File: config.mk
export PLATFORM = sky130hd
export DESIGN_NAME = gamepad_serial_responder
export DESIGN_NICKNAME = d
export VERILOG_FILES = /design/src/hdl/gsr_pkg.sv /design/src/hdl/gsr_engine.sv /design/src/hdl/gamepad_serial_responder.sv
export SDC_FILE = /design/constraint.sdc
export NUM_CORES = 1
export LEC_CHECK = 0
export BUFFER_PORTS_ARGS = -buffer_cell sky130_fd_sc_hd__buf_2
export CORE_UTILIZATION = 40
export DETAILED_ROUTE_END_ITERATION = 8
export SYNTH_ARGS = -nofsm -noshare
export SYNTH_HDL_FRONTEND = slang
export SYNTH_SLANG_ARGS = --single-unit
File: constraint.sdc
create_clock -name clk -period 4.1 [get_ports clk]
set_clock_uncertainty 0.15 [all_clocks]
set_input_delay 0.41 -clock clk [delete_from_list [all_inputs] [get_ports clk]]
set_output_delay 0.41 -clock clk [all_outputs]
set_load 0.01 [all_outputs]
File: src/hdl/gsr_pkg.sv
// Shared types and constants for the game-pad serial responder.
// Used by gsr_engine, gamepad_serial_responder and the testbench files; depends on nothing.
`default_nettype none

package gsr_pkg;

  // Frame and rumble map sizes
  localparam int FrameBytes  = 9;
  localparam int RumbleSlots = 6;

  // Item kinds
  localparam logic [2:0] KIND_WRITE    = 3'd0;
  localparam logic [2:0] KIND_READ     = 3'd1;
  localparam logic [2:0] KIND_PRESS    = 3'd2;
  localparam logic [2:0] KIND_RELEASE  = 3'd3;
  localparam logic [2:0] KIND_AXIS     = 3'd4;
  localparam logic [2:0] KIND_MODE_BTN = 3'd5;

  // Host commands
  localparam logic [7:0] CMD_NONE       = 8'h00;
  localparam logic [7:0] CMD_POLL       = 8'h42;
  localparam logic [7:0] CMD_CONFIG     = 8'h43;
  localparam logic [7:0] CMD_SET_MODE   = 8'h44;
  localparam logic [7:0] CMD_STATUS     = 8'h45;
  localparam logic [7:0] CMD_CONST_46   = 8'h46;
  localparam logic [7:0] CMD_CONST_47   = 8'h47;
  localparam logic [7:0] CMD_CONST_48   = 8'h48;
  localparam logic [7:0] CMD_CONST_4C   = 8'h4c;
  localparam logic [7:0] CMD_RUMBLE_MAP = 8'h4d;
  localparam logic [3:0] CMD_GROUP      = 4'h4;

  // Reply bytes
  localparam logic [7:0] BYTE_IDLE  = 8'hff;
  localparam logic [7:0] STATUS_OK  = 8'h5a;
  localparam logic [7:0] ID_CONFIG  = 8'hf3;
  localparam logic [7:0] ID_ANALOG  = 8'h70;
  localparam logic [7:0] ID_DIGITAL = 8'h40;
  localparam logic [7:0] SLOT_FREE  = 8'hff;
  localparam logic [7:0] STICK_MID  = 8'h80;
  localparam logic [7:0] STICK_LOW  = 8'd64;
  localparam logic [7:0] STICK_HIGH = 8'd192;

  // Transfer phases
  localparam logic [3:0] PH_HIZ   = 4'd0;
  localparam logic [3:0] PH_IDLE  = 4'd1;
  localparam logic [3:0] PH_PARAM = 4'd3;

  typedef struct packed {
    logic [2:0]  kind;
    logic [7:0]  host_byte;
    logic [15:0] button_mask;
    logic [1:0]  axis_select;
    logic [7:0]  axis_value;
  } item_t;

  typedef struct packed {
    logic [7:0] read_byte;
    logic       tx_ready;
    logic [7:0] small_motor;
    logic [7:0] large_motor;
    logic       analog_mode;
  } result_t;

  typedef struct packed {
    logic [3:0]                        phase;
    logic [7:0]                        cmd;
    logic [7:0]                        param;
    logic [3:0]                        frame_len;
    logic [FrameBytes-1:0][7:0]        frame;
    logic [RumbleSlots-1:0][7:0]       slots;
    logic [1:0][7:0]                   motor;
    logic [15:0]                       buttons;
    logic [3:0][7:0]                   sticks;
    logic                              analog;
    logic                              config_on;
    logic                              dualshock;
    logic                              lock;
    logic                              status_ok;
    logic                              ready;
  } pad_state_t;

endpackage

`default_nettype wire

File: src/hdl/gsr_engine.sv
// Pad state registers and the single-pass update for one transfer.
// Depends on gsr_pkg.
`default_nettype none

module gsr_engine (
  input  wire logic             clk,
  input  wire logic             rst,
  input  wire logic             fire,
  input  wire gsr_pkg::item_t   item,
  output gsr_pkg::result_t      result
);
  import gsr_pkg::*;

  pad_state_t st;
  pad_state_t st_next;
  logic [7:0] rb;
  logic [3:0] pos;
  logic [2:0] slot;
  logic [7:0] slot_val;
  logic       cmd_ok;
  logic       used0;
  logic       used1;

  // Abandon the current transfer
  function automatic pad_state_t drop_xfer(pad_state_t s);
    pad_state_t r;
    r           = s;
    r.phase     = PH_HIZ;
    r.ready     = 1'b0;
    r.cmd       = CMD_NONE;
    r.param     = 8'd0;
    r.frame_len = 4'd0;
    r.frame     = '0;
    return r;
  endfunction

  function automatic pad_state_t clear_rumble(pad_state_t s);
    pad_state_t r;
    r = s;
    for (int i = 0; i < RumbleSlots; i++) r.slots[i] = SLOT_FREE;
    r.motor = '0;
    return r;
  endfunction

  // Buttons with the left stick folded into the d-pad in digital mode
  function automatic logic [15:0] pad_buttons(pad_state_t s);
    logic [15:0] b;
    b = s.buttons;
    if (!s.analog && !s.config_on) begin
      if (s.sticks[2] <= STICK_LOW)  b[7] = 1'b0;
      if (s.sticks[2] >= STICK_HIGH) b[5] = 1'b0;
      if (s.sticks[3] <= STICK_LOW)  b[4] = 1'b0;
      if (s.sticks[3] >= STICK_HIGH) b[6] = 1'b0;
    end
    return b;
  endfunction

  function automatic pad_state_t build_frame(pad_state_t s, logic [7:0] cmd);
    pad_state_t  r;
    logic        wide;
    logic [1:0]  half;
    logic [15:0] b;
    r    = s;
    wide = s.analog || s.config_on;
    half = wide ? 2'd3 : 2'd1;
    if (!wide && s.dualshock) begin
      if (s.slots[4] != SLOT_FREE || s.slots[5] != SLOT_FREE)      half = 2'd3;
      else if (s.slots[2] != SLOT_FREE || s.slots[3] != SLOT_FREE) half = 2'd2;
    end
    b           = pad_buttons(s);
    r.frame     = '0;
    r.cmd       = cmd;
    r.param     = 8'd0;
    r.frame_len = 4'd3 + {1'b0, half, 1'b0};
    r.frame[0]  = BYTE_IDLE;
    r.frame[1]  = s.config_on ? ID_CONFIG
                              : ((s.analog ? ID_ANALOG : ID_DIGITAL) | {6'd0, half});
    r.frame[2]  = s.status_ok ? STATUS_OK : 8'h00;
    if (cmd == CMD_POLL || (cmd == CMD_CONFIG && !s.config_on)) begin
      r.frame[3] = b[7:0];
      r.frame[4] = b[15:8];
      if (wide) begin
        r.frame[5] = s.sticks[0];
        r.frame[6] = s.sticks[1];
        r.frame[7] = s.sticks[2];
        r.frame[8] = s.sticks[3];
      end
    end else if (cmd == CMD_STATUS) begin
      r.frame[3] = 8'd1;
      r.frame[4] = 8'd2;
      r.frame[5] = {7'd0, s.analog};
      r.frame[6] = 8'd2;
      r.frame[7] = 8'd1;
    end
    return r;
  endfunction

  function automatic pad_state_t reset_state();
    pad_state_t r;
    r           = '0;
    r.ready     = 1'b1;
    r.buttons   = 16'hffff;
    for (int i = 0; i < 4; i++) r.sticks[i] = STICK_MID;
    r.status_ok = 1'b1;
    r           = clear_rumble(r);
    return r;
  endfunction

  // Decode parameter position and rumble slot lookups
  assign pos      = st.phase - PH_PARAM;
  assign slot     = pos[2:0];
  assign slot_val = st.slots[slot];
  assign cmd_ok   = (item.host_byte == CMD_POLL) || (item.host_byte == CMD_CONFIG) ||
                    (st.config_on && item.host_byte[7:4] == CMD_GROUP);

  always_comb begin
    used0 = 1'b0;
    used1 = 1'b0;
    for (int i = 0; i < RumbleSlots - 1; i++) begin
      if (st.slots[i] == 8'd0) used0 = 1'b1;
      if (st.slots[i] == 8'd1) used1 = 1'b1;
    end
    if (item.host_byte == 8'd0) used0 = 1'b1;
    if (item.host_byte == 8'd1) used1 = 1'b1;
  end

  // Next state and read data for the item in the input register
  always_comb begin
    st_next = st;
    rb      = BYTE_IDLE;
    case (item.kind)
      KIND_WRITE: begin
        if (st.phase == PH_IDLE) begin
          if (cmd_ok) begin
            st_next       = build_frame(st, item.host_byte);
            st_next.ready = 1'b1;
            if (item.host_byte == CMD_SET_MODE) st_next = clear_rumble(st_next);
          end else begin
            st_next = drop_xfer(st);
          end
        end else if (st.phase >= PH_PARAM && st.cmd != CMD_NONE &&
                     pos < 4'(RumbleSlots)) begin
          if (pos == 4'd0) st_next.param = item.host_byte;
          case (st.cmd)
            CMD_POLL: begin
              if (st.dualshock) begin
                if (slot_val == 8'd0)
                  st_next.motor[0] = item.host_byte[0] ? 8'hff : 8'h00;
                else if (slot_val == 8'd1)
                  st_next.motor[1] = item.host_byte;
              end else if (pos == 4'd1) begin
                st_next.motor[0] = (st.param[7:6] == 2'b01 && item.host_byte[0])
                                   ? 8'hff : 8'h00;
              end
            end
            CMD_SET_MODE: begin
              if (pos == 4'd0 && item.host_byte <= 8'd1)
                st_next.analog = item.host_byte[0];
              else if (pos == 4'd1)
                st_next.lock = (item.host_byte[1:0] == 2'b11);
            end
            CMD_CONST_46: begin
              if (pos == 4'd0 && item.host_byte <= 8'd1) begin
                st_next.frame[5] = 8'd1;
                st_next.frame[6] = item.host_byte[0] ? 8'd1 : 8'd2;
                st_next.frame[7] = item.host_byte;
                st_next.frame[8] = item.host_byte[0] ? 8'h14 : 8'h0a;
              end
            end
            CMD_CONST_47: begin
              if (pos == 4'd0 && item.host_byte == 8'd0) begin
                st_next.frame[5] = 8'd2;
                st_next.frame[7] = 8'd1;
              end
            end
            CMD_CONST_48: begin
              if (pos == 4'd0 && item.host_byte <= 8'd1) st_next.frame[7] = 8'd1;
            end
            CMD_CONST_4C: begin
              if (pos == 4'd0 && item.host_byte <= 8'd1)
                st_next.frame[6] = item.host_byte[0] ? 8'd7 : 8'd4;
            end
            CMD_RUMBLE_MAP: begin
              st_next.frame[st.phase] = slot_val;
              st_next.slots[slot]     = item.host_byte;
              // On the last slot, stop motors no slot drives any more
              if (pos == 4'(RumbleSlots - 1)) begin
                if (!used0) st_next.motor[0] = 8'd0;
                if (!used1) st_next.motor[1] = 8'd0;
              end
            end
            default: ;
          endcase
        end
      end
      KIND_READ: begin
        if (st.phase == PH_HIZ) begin
          st_next       = drop_xfer(st);
          st_next.phase = PH_IDLE;
          st_next.ready = 1'b1;
        end else if (st.cmd == CMD_NONE || st.phase >= st.frame_len ||
                     st.phase >= 4'(FrameBytes)) begin
          st_next = drop_xfer(st);
        end else begin
          rb            = st.frame[st.phase];
          st_next.phase = st.phase + 4'd1;
          // End of frame: a config command settles config mode; then drop the transfer
          if (st_next.phase == st.frame_len) begin
            if (st.cmd == CMD_CONFIG) begin
              st_next.config_on = (st.param == 8'd1);
              if (st.param == 8'd1) begin
                st_next.dualshock = 1'b1;
                st_next.status_ok = 1'b1;
              end
            end
            st_next = drop_xfer(st_next);
          end
        end
      end
      KIND_PRESS:   st_next.buttons = st.buttons & ~item.button_mask;
      KIND_RELEASE: st_next.buttons = st.buttons | item.button_mask;
      KIND_AXIS:    st_next.sticks[item.axis_select] = item.axis_value;
      KIND_MODE_BTN: begin
        if (!st.lock && !st.config_on) begin
          st_next        = clear_rumble(st);
          st_next.analog = !st.analog;
          if (st.dualshock) st_next.status_ok = 1'b0;
        end
      end
      default: ;
    endcase
  end

  // Hold state; advance on each transfer out of the input register
  always_ff @(posedge clk) begin
    if (rst) begin
      st <= reset_state();
    end else if (fire) begin
      st <= st_next;
    end
  end

  assign result.read_byte   = rb;
  assign result.tx_ready    = st_next.ready;
  assign result.small_motor = st_next.motor[0];
  assign result.large_motor = st_next.motor[1];
  assign result.analog_mode = st_next.analog;

  a_len_legal: assert property (@(posedge clk) disable iff (rst)
    st.frame_len == 4'd0 || st.frame_len == 4'd5 || st.frame_len == 4'd7 ||
    st.frame_len == 4'd9)
    else $error("frame length out of set");

  a_cmd_len: assert property (@(posedge clk) disable iff (rst)
    (st.cmd == CMD_NONE) == (st.frame_len == 4'd0))
    else $error("command and frame length disagree");

  a_small_motor: assert property (@(posedge clk) disable iff (rst)
    st.motor[0] == 8'h00 || st.motor[0] == 8'hff)
    else $error("small motor not on/off");

  a_wake: assert property (@(posedge clk) disable iff (rst)
    (fire && item.kind == KIND_READ && st.phase == PH_HIZ)
    |=> (st.phase == PH_IDLE && st.ready))
    else $error("read in high impedance did not wake");

endmodule

`default_nettype wire

File: src/hdl/gamepad_serial_responder.sv
// Path: input register, then result register, from input transfer to result valid.
// Throughput: one item per cycle if out_stall is low; an item enters while a result waits.
// Each item updates the pad state in the cycle it leaves the input register.
// Reset (rst, synchronous): empties both registers, pad state to power-on values.
// Top level of the game-pad serial responder; depends on gsr_pkg and gsr_engine.
`default_nettype none

module gamepad_serial_responder (
  input  wire logic        clk,
  input  wire logic        rst,
  input  wire logic        in_valid,
  output logic             in_stall,
  input  wire logic [2:0]  kind,
  input  wire logic [7:0]  host_byte,
  input  wire logic [15:0] button_mask,
  input  wire logic [1:0]  axis_select,
  input  wire logic [7:0]  axis_value,
  output logic             out_valid,
  input  wire logic        out_stall,
  output logic [7:0]       read_byte,
  output logic             tx_ready,
  output logic [7:0]       small_motor,
  output logic [7:0]       large_motor,
  output logic             analog_mode
);
  import gsr_pkg::*;

  logic    s1_valid;
  item_t   s1_item;
  logic    advance;
  result_t res;

  // Move the held item on when the result register is free or being emptied
  assign advance  = s1_valid && (!out_valid || !out_stall);
  assign in_stall = s1_valid && !advance;

  // Input register
  always_ff @(posedge clk) begin
    if (rst) begin
      s1_valid <= 1'b0;
    end else if (in_valid && !in_stall) begin
      s1_valid <= 1'b1;
    end else if (advance) begin
      s1_valid <= 1'b0;
    end
  end

  always_ff @(posedge clk) begin
    if (in_valid && !in_stall) begin
      s1_item.kind        <= kind;
      s1_item.host_byte   <= host_byte;
      s1_item.button_mask <= button_mask;
      s1_item.axis_select <= axis_select;
      s1_item.axis_value  <= axis_value;
    end
  end

  gsr_engine u_engine (
    .clk    (clk),
    .rst    (rst),
    .fire   (advance),
    .item   (s1_item),
    .result (res)
  );

  // Result register
  always_ff @(posedge clk) begin
    if (rst) begin
      out_valid <= 1'b0;
    end else if (advance) begin
      out_valid <= 1'b1;
    end else if (!out_stall) begin
      out_valid <= 1'b0;
    end
  end

  always_ff @(posedge clk) begin
    if (advance) begin
      read_byte   <= res.read_byte;
      tx_ready    <= res.tx_ready;
      small_motor <= res.small_motor;
      large_motor <= res.large_motor;
      analog_mode <= res.analog_mode;
    end
  end

endmodule

`default_nettype wire

==> results.sh <==
export IMPL_slowest_delay_ps=580
export IMPL_cts_max_level=1
export IMPL_antenna_found_initial=0
export IMPL_final_common_cell="dfxtp_1"
export IMPL_num_vias=13400
export IMPL_synth_cell_types=87
export IMPL_drc=0
export IMPL_die_w_um=195
export IMPL_grt_pass1_wl_um=76100
export IMPL_irDropWorstVdd_v=0.000353
export IMPL_slowest_stage="dfxtp_1"
export IMPL_ant_nets=0
export IMPL_grt_pass1_vias=12500
export IMPL_timing_slew_headroom_pct=34.3
export IMPL_hpwl_um=34700
export IMPL_gr_total_overflow=0
export IMPL_dr_pass1_iters=7
export IMPL_fmax_mhz=267
export IMPL_numCtsBuffers=31
export IMPL_path_clk_slew_ps=70
export IMPL_ios=69
export IMPL_place_area_um2=15800
export IMPL_tightest_slew_ps=984
export IMPL_slew_violations=0
export IMPL_whs_ps=193
export IMPL_track_usage_pct=25.8
export IMPL_drive_above_1_share_pct=14.7
export IMPL_critPathMaxFanout=12
export IMPL_p_leak_nw=6.37
export IMPL_cp_end_kind="register"
export IMPL_synth_edf_count=63
export IMPL_hp_class="in2reg"
export IMPL_wl_met3_um=4320
export IMPL_crit_type="reg2reg"
export IMPL_cts_root_buf="clkbuf_16"
export IMPL_diodes=0
export IMPL_min_period_ps=3750
export IMPL_final_setup_viol_count=0
export IMPL_synthCells=1693
export IMPL_area_delta_synth_final_pct=15.6
export IMPL_cp_arrival_ps=4020
export IMPL_wl_met2_um=21100
export IMPL_yosys_warnings=0
export IMPL_syn_area_um2=14800
export IMPL_maxCapViolCount=0
export IMPL_hold_violations=0
export IMPL_mostFrequentLayoutCells="214 x dfxtp_1, 202 x nand2_1, 168 x a21oi_1"
export IMPL_post_route_period_util_pct=91.4
export IMPL_die_area_um2=37900
export IMPL_dr_first_iter_drc_count=1357
export IMPL_cp_start_kind="register"
export IMPL_post_drt_via_cell_ratio=5.94
export IMPL_clock_tree_buffer_depth=3
export IMPL_rows=70
export IMPL_yosys_area_top_type_share_pct=29.1
export IMPL_synth_nets=1744
export IMPL_synth_seq_area_share_pct=41.9
export IMPL_n_fill_cell=3517
export IMPL_port_buffers=68
export IMPL_power_w=0.00615
export IMPL_die_h_um=195
export IMPL_avgSynthCellArea_um2=8.77
export IMPL_post_cts_resize_count=0
export IMPL_clock_latency_ps=610
export IMPL_grt_max_degree=97
export IMPL_detail_route_wl_per_cell_um=21.9
export IMPL_initial_core_util_pct=40.6
export IMPL_path_buf_inv=2
export IMPL_finalNetCount=1818
export IMPL_cts_tree="done"
export IMPL_ys_ff_latch=279
export IMPL_yosys_top_cells_area="dfxtp_1 29%, edfxtp_1 13%, mux2i_1 8.1%, a21oi_1 5.7%, nand2_1 5.1%"
export IMPL_async_flop_share_pct=0
export IMPL_m1WireLength_um=23000
export IMPL_synth_main_ff_cell="dfxtp_1"
export IMPL_run_status="finished, final reports clean"
export IMPL_final_area_um2=17200
export IMPL_cts_sinks=279
export IMPL_rsz0062_at_grt="false"
export IMPL_multiInputGateArea_um2=8000
export IMPL_fin_setup_tns_ps=0
export IMPL_routed_wirelength_um=49500
export IMPL_path_delay_family="simple AND/OR/NAND/NOR gates"
export IMPL_routabilityCongestion=0.979
export IMPL_path_cells="inv_2, ha_1, clkinv_1, nand2_1, o221a_2, nand4_2, or3_1, a21oi_1, o21bai_1"
export IMPL_top_layer="met4"
export IMPL_core_area_um2=36500
export IMPL_powerDensity_nw_per_um2=358
export IMPL_regArea_um2=6220
export IMPL_synth_top_cell_by_area="dfxtp_1"
export IMPL_critPathRequiredTime_ps=4370
export IMPL_fin_util_pct=47.0
-- final cells by class --
| cell class | count | share of cell area (%) |
|---|---|---|
| Tap cell | 468 | 3.41 |
| Clock buffer | 41 | 5.03 |
| Clock inverter | 17 | 0.919 |
| Multi-Input combinational cell | 1260 | 46.6 |
| Sequential cell | 279 | 36.2 |
| Timing Repair Buffer | 176 | 7.36 |
| Inverter | 19 | 0.416 |
-- registers in the layout, summed over array words and instances, names as in the netlist, named ones only --
name / cells
u_engine.st: 198
s1_item: 37
large_motor: 8
read_byte: 8
small_motor: 8
analog_mode: 1
out_valid: 1
s1_valid: 1
tx_ready: 1
-- per-layer routing --
metal / track usage, % / up-vias
met5: 0 / -
met4: 6.94 / 0
met3: 4.86 / 88
met2: 38.2 / 513
met1: 38.1 / 6400
li1: - / 6418
-- repair_timing --
action,4_1_cts,5_1_grt
hold buffers,39,0
endpoints found under the hold margin,39,0
setup buffers,0,0
-- where the power goes --
| part | total [W] | internal (W) | switching [W] |
|---|---|---|---|
| Combinational | 0.000429 | 0.000150 | 0.000278 |
| Clock | 0.00281 | 0.00161 | 0.00120 |
| Sequential | 0.00291 | 0.00286 | 0.0000503 |
| Total | 0.00615 | 0.00462 | 0.00153 |
-- cells in the mapped netlist, drive strengths merged, types with 29 or more instances --
master / count
dfxtp: 216
nand2: 203
a21oi: 169
o21ai: 129
mux2i: 120
nor2: 109
clkbuf: 90
nand3: 75
o211ai: 66
edfxtp: 63
nor3: 63
buf: 45
a22o: 29
-- kinds of logic after synthesis --
| logic type | share of synthesized area [%] |
|---|---|
| AO/OA/AOI/OAI | 21.7 |
| XOR/XNOR | 0.531 |
| adder cells (fa/ha/maj) | 0.843 |
| buffers and inverters | 4.45 |
| flip-flops | 41.9 |
| multiplexers | 10.4 |
| AND/OR/NAND/NOR | 20.2 |
-- per-stage QoR --
stage,worst slack [ps],std cells
floorplan,852,1693
global placement,570,2163
detailed placement,407,2163
CTS,355,2260
global route,69.7,2260
finish,352,2260
-- final timing paths --
check | startpoint | endpoint | slack (ps) | depth (start not counted)
max reg2reg | u_engine.st[211] | small_motor[7] | 350 | 9
max | u_engine.st[211] | small_motor[7] | 350 | 9
min | rst | u_engine.st[133] | 190 | 2
min reg2reg | u_engine.st[119] | u_engine.st[119] | 310 | 1
-- worst reg2reg max path, stage by stage (launching register included) --
cell and delay, ps:
dfxtp_1 580, inv_2 200, ha_1 470, clkinv_1 280
nand2_1 320, o221a_2 270, nand4_2 240, or3_1 450
a21oi_1 400, o21bai_1 200
No activity file was read; power rests on OpenSTA's default activity.
